## config.mk

```make
export PLATFORM = sky130hd
export DESIGN_NAME = text_cursor_glyph_placer_core
export DESIGN_NICKNAME = d
export VERILOG_FILES = /design/src/rtl/tcgp_pkg.sv /design/src/rtl/text_cursor_glyph_placer_core.sv /design/src/rtl/tcgp_div.sv
export VERILOG_INCLUDE_DIRS = /design/src /design/src/rtl
export SDC_FILE = /design/constraint.sdc
export NUM_CORES = 1
export LEC_CHECK = 0
export BUFFER_PORTS_ARGS = -buffer_cell sky130_fd_sc_hd__buf_4
export CORE_MARGIN = 2
export CORE_UTILIZATION = 30
export CTS_CLUSTER_DIAMETER = 100
export DETAILED_ROUTE_END_ITERATION = 16
export MAX_ROUTING_LAYER = met4
export SLEW_MARGIN = 20
export SYNTH_ARGS = -nofsm -noshare
export SYNTH_HDL_FRONTEND = slang
export SYNTH_SLANG_ARGS = --single-unit
```

## constraint.sdc

```tcl
create_clock -name clk -period 11.1 [get_ports clk]
set_input_delay 0.555 -clock clk [delete_from_list [all_inputs] [get_ports clk]]
set_output_delay 0.555 -clock clk [all_outputs]
set_load 0.01 [all_outputs]
```

## src/rtl/text_cursor_glyph_placer_core_assert.svh

```systemverilog
// assertion macros shared by the rtl
`ifndef TEXT_CURSOR_GLYPH_PLACER_CORE_ASSERT_SVH
`define TEXT_CURSOR_GLYPH_PLACER_CORE_ASSERT_SVH

`ifndef SYNTH
// same-cycle implication
`define TCGP_ASSERT_NOW(label, ante, cons) \
	label: assert property (@(posedge clk) disable iff (!arst_n) (ante) |-> (cons)) \
		else $error("assertion failed");
// next-cycle implication
`define TCGP_ASSERT_NEXT(label, ante, cons) \
	label: assert property (@(posedge clk) disable iff (!arst_n) (ante) |=> (cons)) \
		else $error("assertion failed");
`else
`define TCGP_ASSERT_NOW(label, ante, cons)
`define TCGP_ASSERT_NEXT(label, ante, cons)
`endif

`endif

```

## src/rtl/tcgp_pkg.sv

```systemverilog
package tcgp_pkg;

	// character codes
	localparam logic [7:0] CODE_TAB     = 8'd9;
	localparam logic [7:0] CODE_NEWLINE = 8'd10;
	localparam logic [7:0] GLYPH_FIRST  = 8'd32;
	localparam logic [7:0] GLYPH_LAST   = 8'd126;
	localparam logic [7:0] CODE_SUB0    = 8'd126;
	localparam logic [7:0] CODE_SUB1    = 8'd128;
	localparam logic [7:0] CODE_SUB2    = 8'd129;
	localparam logic [7:0] CODE_SUB3    = 8'd130;

	localparam logic [8:0] SUBSET_GLYPHS = 9'd96;
	localparam logic [2:0] TAB_STOP      = 3'd4;

	// opcodes
	localparam logic OP_CHAR = 1'b0;
	localparam logic OP_GOTO = 1'b1;

	// register indexes
	localparam logic [1:0] REG_CELL_W   = 2'd0;
	localparam logic [1:0] REG_CELL_H   = 2'd1;
	localparam logic [1:0] REG_SUBSETS  = 2'd2;
	localparam logic [1:0] REG_WIDE     = 2'd3;

	// divider status
	typedef struct packed {
		logic busy;
		logic done;
	} div_status_t;

endpackage

```

## src/rtl/text_cursor_glyph_placer_core.sv

```systemverilog
// states from accept to result valid: goto, subset, newline and unprintable codes
// pass ST_EXEC and ST_DONE, a drawn glyph ST_EXEC, ST_MULT and ST_DONE, a tab
// ST_EXEC, ST_DIV and ST_DONE (ST_DONE straight away if the cell width is zero)
// one item is processed at a time; a tab waits on the 16-step serial divider
// a finished result waits in the output register while the next item is accepted
// reset: cursor, margin and subset clear to 0, registers return to 8, 8, 1, 0
module text_cursor_glyph_placer_core (
	input  logic        clk,
	input  logic        arst_n,
	// input channel
	input  logic        in_valid,
	output logic        in_ready,
	input  logic        opcode,
	input  logic [7:0]  char_code,
	input  logic        embed,
	input  logic [15:0] goto_x,
	input  logic [15:0] goto_y,
	// result channel
	output logic        out_valid,
	input  logic        out_ready,
	output logic        draw_valid,
	output logic [15:0] draw_x,
	output logic [15:0] draw_y,
	output logic [23:0] glyph_offset,
	output logic [15:0] cursor_x,
	output logic [15:0] cursor_y,
	output logic [1:0]  subset_now,
	// configuration port
	input  logic        psel,
	input  logic        penable,
	input  logic        pwrite,
	input  logic [3:0]  paddr,
	input  logic [31:0] pwdata,
	output logic [31:0] prdata,
	output logic        pready
);
	import tcgp_pkg::*;

`include "text_cursor_glyph_placer_core_assert.svh"

	typedef enum logic [4:0] {
		ST_IDLE = 5'b00001,
		ST_EXEC = 5'b00010,
		ST_DIV  = 5'b00100,
		ST_MULT = 5'b01000,
		ST_DONE = 5'b10000
	} state_t;

	state_t state_q;

	// configuration registers
	logic [7:0] cell_w_q;
	logic [7:0] cell_h_q;
	logic [2:0] subsets_q;
	logic       wide_q;

	// layout state
	logic [15:0] pos_x_q;
	logic [15:0] pos_y_q;
	logic [15:0] margin_q;
	logic [1:0]  subset_q;

	// captured transaction
	logic        op_q;
	logic [7:0]  code_q;
	logic        embed_q;
	logic [15:0] gx_q;
	logic [15:0] gy_q;

	// work registers
	logic        drw_q;
	logic [15:0] dx_q;
	logic [15:0] dy_q;
	logic [23:0] goff_q;
	logic [15:0] cell_q;
	logic [8:0]  idx_q;
	logic        neg_q;

	// result register
	logic        out_valid_q;
	logic        res_draw_q;
	logic [15:0] res_dx_q;
	logic [15:0] res_dy_q;
	logic [23:0] res_goff_q;
	logic [15:0] res_cx_q;
	logic [15:0] res_cy_q;
	logic [1:0]  res_sub_q;

	// apb write strobe
	logic cfg_wr;
	assign pready = 1'b1;
	assign cfg_wr = psel & penable & pwrite & pready;

	always_ff @(posedge clk or negedge arst_n) begin
		if (!arst_n) begin
			cell_w_q  <= 8'd8;
			cell_h_q  <= 8'd8;
			subsets_q <= 3'd1;
			wide_q    <= 1'b0;
		end else if (cfg_wr) begin
			unique case (paddr[3:2])
				REG_CELL_W:  cell_w_q  <= pwdata[7:0];
				REG_CELL_H:  cell_h_q  <= pwdata[7:0];
				REG_SUBSETS: subsets_q <= pwdata[2:0];
				REG_WIDE:    wide_q    <= pwdata[0];
				default: ;
			endcase
		end
	end

	always_comb begin
		prdata = '0;
		unique case (paddr[3:2])
			REG_CELL_W:  prdata = {24'd0, cell_w_q};
			REG_CELL_H:  prdata = {24'd0, cell_h_q};
			REG_SUBSETS: prdata = {29'd0, subsets_q};
			REG_WIDE:    prdata = {31'd0, wide_q};
			default:     prdata = '0;
		endcase
	end

	// code decode for the captured byte
	logic       is_sel;
	logic [1:0] sel_num;
	logic       is_tab;
	logic       is_nl;
	logic       is_print;

	always_comb begin
		is_sel  = 1'b1;
		sel_num = 2'd0;
		case (code_q)
			CODE_SUB0: sel_num = 2'd0;
			CODE_SUB1: sel_num = 2'd1;
			CODE_SUB2: sel_num = 2'd2;
			CODE_SUB3: sel_num = 2'd3;
			default:   is_sel = 1'b0;
		endcase
	end

	assign is_tab   = embed_q && (code_q == CODE_TAB);
	assign is_nl    = embed_q && (code_q == CODE_NEWLINE);
	assign is_print = (code_q >= GLYPH_FIRST) && (code_q <= GLYPH_LAST);

	// signed column distance from the margin, folded to a magnitude for the divider
	logic [16:0] diff;
	logic [16:0] mag;
	assign diff = {pos_x_q[15], pos_x_q} - {margin_q[15], margin_q};
	assign mag  = diff[16] ? (17'd0 - diff) : diff;

	// divider for the tab advance
	logic              div_start;
	logic [15:0]       div_quo;
	div_status_t       div_st;

	assign div_start = (state_q == ST_EXEC) && (op_q == OP_CHAR) && !is_sel && is_tab
		&& (cell_w_q != 8'd0);

	tcgp_div u_div (
		.clk      (clk),
		.arst_n   (arst_n),
		.start    (div_start),
		.dividend (mag[15:0]),
		.divisor  (cell_w_q),
		.quotient (div_quo),
		.status   (div_st)
	);

	// tab advance: stop distance in cells times cell width
	// a negative column gives remainder -r, so the distance becomes 4 + r
	logic [2:0]  tab_cells;
	logic [10:0] tab_adv;
	assign tab_cells = neg_q ? (TAB_STOP + {1'b0, div_quo[1:0]})
		: (TAB_STOP - {1'b0, div_quo[1:0]});
	assign tab_adv = tab_cells * cell_w_q;

	// glyph index within the font
	logic [8:0] glyph_idx;
	assign glyph_idx = ({7'd0, subset_q} * SUBSET_GLYPHS) + {1'b0, code_q - GLYPH_FIRST};

	logic [24:0] off_full;
	assign off_full = idx_q * cell_q;

	logic out_free;
	assign out_free = !out_valid_q || out_ready;

	assign in_ready = (state_q == ST_IDLE);

	// sequencer
	always_ff @(posedge clk or negedge arst_n) begin
		if (!arst_n) begin
			state_q     <= ST_IDLE;
			pos_x_q     <= '0;
			pos_y_q     <= '0;
			margin_q    <= '0;
			subset_q    <= '0;
			out_valid_q <= 1'b0;
		end else begin
			if ((state_q == ST_DONE) && out_free) begin
				out_valid_q <= 1'b1;
			end else if (out_valid_q && out_ready) begin
				out_valid_q <= 1'b0;
			end
			unique case (state_q)
				ST_IDLE: begin
					if (in_valid) begin
						state_q <= ST_EXEC;
					end
				end
				ST_EXEC: begin
					state_q <= ST_DONE;
					if (op_q == OP_GOTO) begin
						margin_q <= gx_q;
						pos_x_q  <= gx_q;
						pos_y_q  <= gy_q;
					end else if (is_sel) begin
						if ({1'b0, sel_num} < subsets_q) begin
							subset_q <= sel_num;
						end
					end else if (is_tab) begin
						// zero cell width leaves the cursor where it is
						if (cell_w_q != 8'd0) begin
							state_q <= ST_DIV;
						end
					end else if (is_nl) begin
						pos_y_q <= pos_y_q + {8'd0, cell_h_q};
						pos_x_q <= margin_q;
					end else begin
						pos_x_q <= pos_x_q + {8'd0, cell_w_q};
						if (is_print) begin
							state_q <= ST_MULT;
						end
					end
				end
				ST_DIV: begin
					if (div_st.done) begin
						pos_x_q <= pos_x_q + {5'd0, tab_adv};
						state_q <= ST_DONE;
					end
				end
				ST_MULT: begin
					state_q <= ST_DONE;
				end
				ST_DONE: begin
					if (out_free) begin
						state_q <= ST_IDLE;
					end
				end
				default: state_q <= ST_IDLE;
			endcase
		end
	end

	// datapath registers
	always_ff @(posedge clk) begin
		if (in_valid && in_ready) begin
			op_q    <= opcode;
			code_q  <= char_code;
			embed_q <= embed;
			gx_q    <= goto_x;
			gy_q    <= goto_y;
		end
		if (state_q == ST_EXEC) begin
			drw_q  <= 1'b0;
			dx_q   <= '0;
			dy_q   <= '0;
			goff_q <= '0;
			neg_q  <= diff[16];
			cell_q <= cell_w_q * cell_h_q;
			idx_q  <= glyph_idx;
			if ((op_q == OP_CHAR) && !is_sel && !is_tab && !is_nl && is_print) begin
				drw_q <= 1'b1;
				dx_q  <= pos_x_q;
				dy_q  <= pos_y_q;
			end
		end
		if (state_q == ST_MULT) begin
			goff_q <= wide_q ? {off_full[22:0], 1'b0} : off_full[23:0];
		end
		if ((state_q == ST_DONE) && out_free) begin
			res_draw_q <= drw_q;
			res_dx_q   <= dx_q;
			res_dy_q   <= dy_q;
			res_goff_q <= goff_q;
			res_cx_q   <= pos_x_q;
			res_cy_q   <= pos_y_q;
			res_sub_q  <= subset_q;
		end
	end

	assign out_valid    = out_valid_q;
	assign draw_valid   = res_draw_q;
	assign draw_x       = res_dx_q;
	assign draw_y       = res_dy_q;
	assign glyph_offset = res_goff_q;
	assign cursor_x     = res_cx_q;
	assign cursor_y     = res_cy_q;
	assign subset_now   = res_sub_q;

	// checks
	`TCGP_ASSERT_NEXT(a_accept_exec, in_valid && in_ready, state_q == ST_EXEC)
	`TCGP_ASSERT_NOW(a_div_done_in_div, div_st.done, state_q == ST_DIV)
	`TCGP_ASSERT_NOW(a_nodraw_zero, out_valid && !draw_valid,
		draw_x == 16'd0 && draw_y == 16'd0 && glyph_offset == 24'd0)

endmodule

```

## src/rtl/tcgp_div.sv

```systemverilog
module tcgp_div (
	input  logic                      clk,
	input  logic                      arst_n,
	input  logic                      start,
	input  logic [15:0]               dividend,
	input  logic [7:0]                divisor,
	output logic [15:0]               quotient,
	output tcgp_pkg::div_status_t     status
);
	import tcgp_pkg::*;

	// restoring divider, one quotient bit per cycle
	logic [7:0]  rem_q;
	logic [15:0] quo_q;
	logic [7:0]  dvs_q;
	logic [3:0]  cnt_q;
	logic        busy_q;
	logic        done_q;
	logic [9:0]  trial;

	assign trial = {1'b0, rem_q, quo_q[15]} - {2'b00, dvs_q};

	always_ff @(posedge clk or negedge arst_n) begin
		if (!arst_n) begin
			busy_q <= 1'b0;
			done_q <= 1'b0;
			cnt_q  <= '0;
		end else begin
			done_q <= 1'b0;
			if (start) begin
				busy_q <= 1'b1;
				cnt_q  <= '0;
			end else if (busy_q) begin
				cnt_q <= cnt_q + 4'd1;
				if (cnt_q == 4'd15) begin
					busy_q <= 1'b0;
					done_q <= 1'b1;
				end
			end
		end
	end

	always_ff @(posedge clk) begin
		if (start) begin
			rem_q <= '0;
			quo_q <= dividend;
			dvs_q <= divisor;
		end else if (busy_q) begin
			if (!trial[9]) begin
				rem_q <= trial[7:0];
				quo_q <= {quo_q[14:0], 1'b1};
			end else begin
				rem_q <= {rem_q[6:0], quo_q[15]};
				quo_q <= {quo_q[14:0], 1'b0};
			end
		end
	end

	assign quotient    = quo_q;
	assign status.busy = busy_q;
	assign status.done = done_q;

endmodule
```

Word-level counts from Yosys, hierarchy flattened
Index checks and enable logic that the tools add are counted.
{ "classes": {"bitwise": 3, "multipliers": 4, "n_mux": 43, "order_cmp": 3, "n_addsub": 11, "n_reduce_logical": 36, "n_eq_ne": 22} }
{ "ops": {"columns": ["cell", "n"], "rows": [
  ["16-bit two-way mux", 12],
  ["32-bit one-hot mux with 4 select lines", 1],
  ["24-bit two-way mux", 3],
  ["5-bit two-way mux", 9],
  ["16-bit by 8-bit adder with 16-bit output", 2],
  ["16-bit one-hot mux with 2 select lines", 1],
  ["5-bit one-hot mux with 5 select lines", 1],
  ["8-bit equality test (second input constant)", 3],
  ["9-bit by 16-bit multiplier with 24-bit output", 1],
  ["16-bit by 16-bit subtractor with 17-bit output", 1],
  ["16-bit by 11-bit adder with 16-bit output", 1],
  ["8-bit by 4-bit equality test with 1-bit output (second input constant)", 2],
  ["8-bit by 8-bit multiplier with 16-bit output", 1],
  ["1-bit by 16-bit subtractor with 16-bit output (first input constant)", 1],
  ["1-bit logical AND", 14],
  ["4-bit AND reduction", 3],
  ["3-bit by 8-bit multiplier with 11-bit output", 1],
  ["1-bit two-way mux", 11],
  ["2-bit AND reduction", 5],
  ["2-bit nonzero test", 5],
  ["9-bit by 8-bit subtractor with 10-bit output", 1],
  ["9-bit by 8-bit adder with 9-bit output", 1],
  ["8-bit by 7-bit equality test with 1-bit output (second input constant)", 1],
  ["8-bit by 6-bit greater-or-equal comparator with 1-bit output (second input constant)", 1],
  ["30 further kinds", 40]
]} }
{ "word_totals": {"word_cells": 157, "input_bits": 85, "output_inout_bits": 126, "regBits": 330} }

Logic depth before layout (Yosys ltp)
{ "depth": {"depth_word": 9, "ltp_mapped": 21} }

By module
From an unflattened synthesis, not the netlist that was laid out.
{ "hier_totals": {"hier_cells": 2145, "hier_area_um2": 22709.3} }
{ "modules_own_cells": {"columns": ["mod", "seq_area_each_um2", "cells_per_inst", "area_per_inst_um2", "instances"], "rows": [
  ["text_cursor_glyph_placer_core", 8393.0, 1983, 20766.2, 1],
  ["tcgp_div", 1031.0, 162, 1943.1, 1]
]} }

Worst setup path before layout
OpenSTA, ideal clock, no wires.
{ "synth_timing": {"path_kind": "register to register", "startpoint": "register state_q[1]", "endpoint": "register res_cx_q[0] (netlist: cursor_x[0]), enable pin", "synth_period_minus_slack_ps": 5322, "path_slack_ps": 5778, "setup_ps": 552, "path_stages_with_launch": 4, "arrival_time_ps": 4770, "t_required_ps": 10548, "path_buffers": 0, "cell_sequence": "dfrtp_1 > nor3_1 > nand3b_1 > nor2b_1"} }
{ "synth_via": {"elab_chain_cells": 2} }
{ "synth_rtl": {"columns": ["element", "line_no", "rtl"], "rows": [
  ["start: declaration", "text_cursor_glyph_placer_core.sv:49", "state_t state_q;"],
  ["start signal: assignment", "text_cursor_glyph_placer_core.sv:192", "state_q <= ST_IDLE;"],
  ["start signal: assignment", "text_cursor_glyph_placer_core.sv:207", "state_q <= ST_EXEC;"],
  ["start signal: assignment", "text_cursor_glyph_placer_core.sv:211", "state_q <= ST_DONE;"],
  ["5-bit equality test", "text_cursor_glyph_placer_core.sv:280", "if ((state_q == ST_DONE) && out_free) begin"],
  ["1-bit logical AND", "text_cursor_glyph_placer_core.sv:280", null],
  ["end signal: assignment", "text_cursor_glyph_placer_core.sv:285", "res_cx_q <= pos_x_q;"],
  ["end: declaration", "text_cursor_glyph_placer_core.sv:85", "logic [15:0] res_cx_q;"]
]} }
Every way passes these cells.
A chain may end at the register's enable or synchronous reset.

Final worst setup path
{ "layout_timing": {"startpoint": "register idx_q[2]", "endpoint": "register goff_q[22] (data pin)"} }
{ "layout_via": {"elab_chain_cells": 3} }
{ "layout_rtl": {"columns": ["element", "line_no", "rtl"], "rows": [
  ["start: declaration", "text_cursor_glyph_placer_core.sv:76", "logic [8:0] idx_q;"],
  ["start signal: assignment", "text_cursor_glyph_placer_core.sv:270", "idx_q <= glyph_idx;"],
  ["9-bit by 16-bit multiplier with 24-bit output", "text_cursor_glyph_placer_core.sv:182", "assign off_full = idx_q * cell_q;"],
  ["24-bit two-way mux", "text_cursor_glyph_placer_core.sv:278", "goff_q <= wide_q ? {off_full[22:0], 1'b0} : off_full[23:0];"],
  ["24-bit two-way mux", "text_cursor_glyph_placer_core.sv:277", "if (state_q == ST_MULT) begin"],
  ["end signal: assignment", "text_cursor_glyph_placer_core.sv:278", null],
  ["end: declaration", "text_cursor_glyph_placer_core.sv:74", "logic [23:0] goff_q;"]
]} }
Every way passes these cells.

==> run_summary.xml <==
<?xml version="1.0" encoding="UTF-8"?>
<metrics>
  <group name="yosys">
    <metric name="synthesis.area_per_instance" unit="µm²">10.6</metric>
    <metric name="ys_seq_area_frac" unit="">0.418</metric>
    <metric name="synthDistinctLibCells" unit="">87</metric>
    <metric name="synth_edf_count" unit="">240</metric>
    <metric name="yosys_warnings" unit="">0</metric>
    <metric name="yosys_register_bits" unit="">330</metric>
    <metric name="netlist_area" unit="mm²">0.0225</metric>
    <metric name="postSynthCellCount" unit="">2128</metric>
    <metric name="ffs_w_async_s_r_synth" unit="">0.248</metric>
    <metric name="synth_top_flop_cell" unit="">edfxtp_1</metric>
  </group>
  <group name="detailed_routing">
    <metric name="detail_route.first_pass.iterations" unit="">5</metric>
    <metric name="remaining_routing_drc_violations" unit="">0</metric>
    <metric name="wirelength_per_cell" unit="µm">17.0</metric>
    <metric name="detail_route.vias_per_cell" unit="">4.80</metric>
    <metric name="postRouteAntennaNets" unit="">0</metric>
    <metric name="finalWirelength" unit="mm">55.3</metric>
    <metric name="drt_first_iter_violations" unit="">1137</metric>
    <metric name="vias" unit="">15613</metric>
  </group>
  <group name="grt">
    <metric name="grt_resource_usage_total" unit="">0.146</metric>
    <metric name="pin_count_of_the_biggest_net_entering_global_routing" unit="">66</metric>
    <metric name="first_global_vias" unit="">15920</metric>
    <metric name="grt_antenna_before_repair" unit="">5</metric>
    <metric name="overflow" unit="">0</metric>
    <metric name="grt_first_pass_wirelength" unit="mm">87.5</metric>
  </group>
  <group name="worst_setup_path">
    <metric name="crit_fanout" unit="">16</metric>
    <metric name="cp_data_arrival_time" unit="ns">5.93</metric>
    <metric name="regToRegEndpoint" unit="">goff_q[22]</metric>
    <metric name="critical_path_startpoint_category" unit="">register</metric>
    <metric name="worstPathCellList" unit="">nand2_1, fa_1, inv_1, fa_1, inv_1, fa_1, fa_1, inv_1, ha_1, o21ai_0, a21boi_1, o311ai_0, a21oi_1, nor3_1, o311ai_1, mux2i_1, o31ai_1</metric>
    <metric name="worstSetupEndpointType" unit="">register</metric>
    <metric name="required" unit="ns">11.35</metric>
    <metric name="slowest_delay" unit="ns">0.77</metric>
    <metric name="timing.setup.critical_path_class" unit="">reg -&gt; reg</metric>
    <metric name="r2r-start" unit="">idx_q[2]</metric>
    <metric name="cp_slowest_cell" unit="">edfxtp_1</metric>
    <metric name="cpMostUsedCell" unit="">fa_1</metric>
    <metric name="worstRegToRegCells" unit="">17</metric>
    <metric name="rrSetupSlack" unit="ns">5.42</metric>
  </group>
  <group name="sta">
    <metric name="fmax" unit="MHz">176</metric>
    <metric name="worst_slew_margin_rel" unit="">0.322</metric>
    <metric name="rsz_0062_raised_after_global_routing" unit="">false</metric>
    <metric name="tightest_slew" unit="ns">1.01</metric>
    <metric name="final-setup-viol-count" unit="">0</metric>
    <metric name="hold_violations" unit="">0</metric>
    <metric name="sum_neg_setup_slack" unit="ns">0</metric>
    <metric name="maxSlewViolCount" unit="">0</metric>
    <metric name="clock_skew" unit="ns">0.0200</metric>
    <metric name="worst_slack" unit="ns">5.42</metric>
    <metric name="finalCriticalPeriod" unit="ns">5.68</metric>
    <metric name="layout_worst_path_cycle_share" unit="">0.512</metric>
  </group>
  <group name="clock_network">
    <metric name="cts_setup_buffers" unit="">0</metric>
    <metric name="tritoncts.num_buffers" unit="">35</metric>
    <metric name="cts_tree" unit="">built</metric>
    <metric name="number_of_buffers_on_the_longest_clock_path" unit="">3</metric>
    <metric name="tritoncts_num_sinks" unit="">330</metric>
    <metric name="clock_latency" unit="ns">0.54</metric>
    <metric name="htree_num_levels" unit="">2</metric>
    <metric name="cts.root.buffer_cell" unit="">clkbuf_16</metric>
    <metric name="worst_path_clk_slew" unit="ns">0.06</metric>
  </group>
  <group name="min_path">
    <metric name="min_path_type" unit="">in -&gt; reg</metric>
    <metric name="worstHoldEndpoint" unit="">gy_q[3]</metric>
    <metric name="hold_crit_start" unit="">goto_y[3]</metric>
    <metric name="min_path_cells" unit="">1</metric>
  </group>
  <group name="place">
    <metric name="port_buffers" unit="">159</metric>
    <metric name="gp_routability_congestion" unit="">0.881</metric>
    <metric name="post-place-ws" unit="ns">5.43</metric>
    <metric name="hpwl" unit="mm">41.8</metric>
  </group>
  <group name="die">
    <metric name="floorplan_die_width" unit="µm">278</metric>
    <metric name="die_height" unit="µm">278</metric>
    <metric name="area_of_the_die" unit="mm²">0.0774</metric>
    <metric name="core.rowCount" unit="">100</metric>
    <metric name="fp.coreArea" unit="mm²">0.0744</metric>
    <metric name="io_pins" unit="">211</metric>
    <metric name="initial_utilization" unit="">0.303</metric>
  </group>
  <group name="layout">
    <metric name="most-common-layout-cells" unit="">273 x inv_1, 240 x edfxtp_1, 210 x nand2_1</metric>
    <metric name="area_delta_synth_final" unit="%">14.7</metric>
    <metric name="finish.utilization" unit="">0.347</metric>
    <metric name="nNetsFinal" unit="">2640</metric>
    <metric name="layout-drive-gt1-share" unit="">0.127</metric>
    <metric name="final_common_cell" unit="">inv_1</metric>
  </group>
  <group name="run">
    <metric name="cap_viol_max_count" unit="">0</metric>
  </group>
  <group name="outcome">
    <metric name="run_status" unit="">completed</metric>
  </group>
</metrics>
-- cell type report --
| cell class | instances | area (µm²) |
|---|---|---|
| antenna | 4 | 10.0 |
| inverter | 274 | 1030 |
| clock inverter | 17 | 193 |
| sequential | 330 | 9420 |
| timing repair buffer | 174 | 1310 |
| tap | 969 | 1210 |
| clock buffer | 46 | 958 |
| fill | 7355 | 48600 |
| multi-input combinational | 1442 | 11700 |
-- worst max-delay path: cells and delay by family, from the launching register on --
kind,cells,cell delay [ns]
adder cells (fa/ha/maj),5,2.42
AND/OR/NAND/NOR,2,0.29
AO/OA/AOI/OAI,6,1.52
multiplexers,1,0.24
flip-flops,1,0.77
buffers and inverters,3,0.16
-- logic make-up (layout without fill, tap and decap cells) --
kind of cell / Yosys count / in the layout / synth area share
simple gates: 633 / 633 / 0.140
buf+inv: 379 / 511 / 0.0675
compound gates: 357 / 357 / 0.102
flops: 330 / 330 / 0.418
fa+ha+maj: 298 / 298 / 0.217
xor+xnor: 80 / 80 / 0.0317
mux: 49 / 49 / 0.0236
other cells: 2 / 29 / 0.000333
-- Yosys cell counts (5+ instances only) --
| cell type | n | area [µm²] |
|---|---|---|
| o31ai_1 | 5 | 37.5 |
| a21boi_0 | 6 | 45.0 |
| o21ai_0 | 104 | 521 |
| nor3_1 | 28 | 140 |
| o22ai_1 | 10 | 62.6 |
| o21bai_1 | 9 | 67.6 |
| o211ai_1 | 10 | 75.1 |
| nand4_1 | 7 | 43.8 |
| nor2_1 | 105 | 394 |
| o311ai_0 | 6 | 52.6 |
| xor2_1 | 21 | 184 |
| dfrtp_1 | 78 | 1950 |
| nand2b_1 | 12 | 75.1 |
| or3_1 | 7 | 43.8 |
| nor4_1 | 9 | 56.3 |
| buf_4 | 25 | 188 |
| dfxtp_1 | 8 | 160 |
| nor2b_1 | 18 | 113 |
| nand3_1 | 30 | 150 |
| inv_1 | 274 | 1030 |
| mux2_2 | 24 | 270 |
| a211oi_1 | 22 | 165 |
| clkbuf_1 | 71 | 267 |
| and3_1 | 16 | 100 |
| a31oi_1 | 14 | 87.6 |
| and2_1 | 163 | 1020 |
| xnor2_1 | 57 | 499 |
| nand2_1 | 210 | 788 |
| ha_1 | 144 | 1800 |
| nor3b_1 | 5 | 37.5 |
| mux2i_1 | 24 | 240 |
| a211o_1 | 8 | 70.1 |
| fa_1 | 154 | 3080 |
| edfxtp_1 | 240 | 7210 |
| o21a_1 | 14 | 105 |
| a21oi_1 | 86 | 430 |
| a21o_1 | 16 | 120 |
-- layer usage --
metal | vias to the layer above | track usage | share of wire
met5 | - | - | 0
met4 | 0 | 0.0327 | 0.020
met3 | 74 | 0.0298 | 0.070
met2 | 428 | 0.236 | 0.47
met1 | 7695 | 0.190 | 0.44
li1 | 7416 | - | -
-- worst max path at each step --
stage	to	slack [ns]	from	cells past startpoint
finish	goff_q[22]	5.42	idx_q[2]	17
global route	goff_q[23]	5.01	idx_q[2]	17
CTS	goff_q[22]	5.41	idx_q[2]	17
detailed placement	goff_q[22]	5.43	idx_q[2]	17
global placement	goff_q[22]	5.52	idx_q[2]	17
floorplan	cursor_x[0]	5.78	state_q[1]	3
-- stage by stage --
stage,std cells,cell area (µm²),hold slack (ns)
global placement,3188,24700,0.401
floorplan,2151,22600,0.259
finish,3256,25800,0.191
detailed placement,3188,24700,0.405
global route,3256,25800,0.164
CTS,3252,25800,0.164
-- timing repair --
item | in CTS | in global routing
gates resized for setup | 0 | 0
hold buffers | 1 | 0
endpoints found under the hold margin | 27 | 0
Power is not shown: default switching activity piles up to over one toggle a cycle in this logic, so the estimate is an artifact.
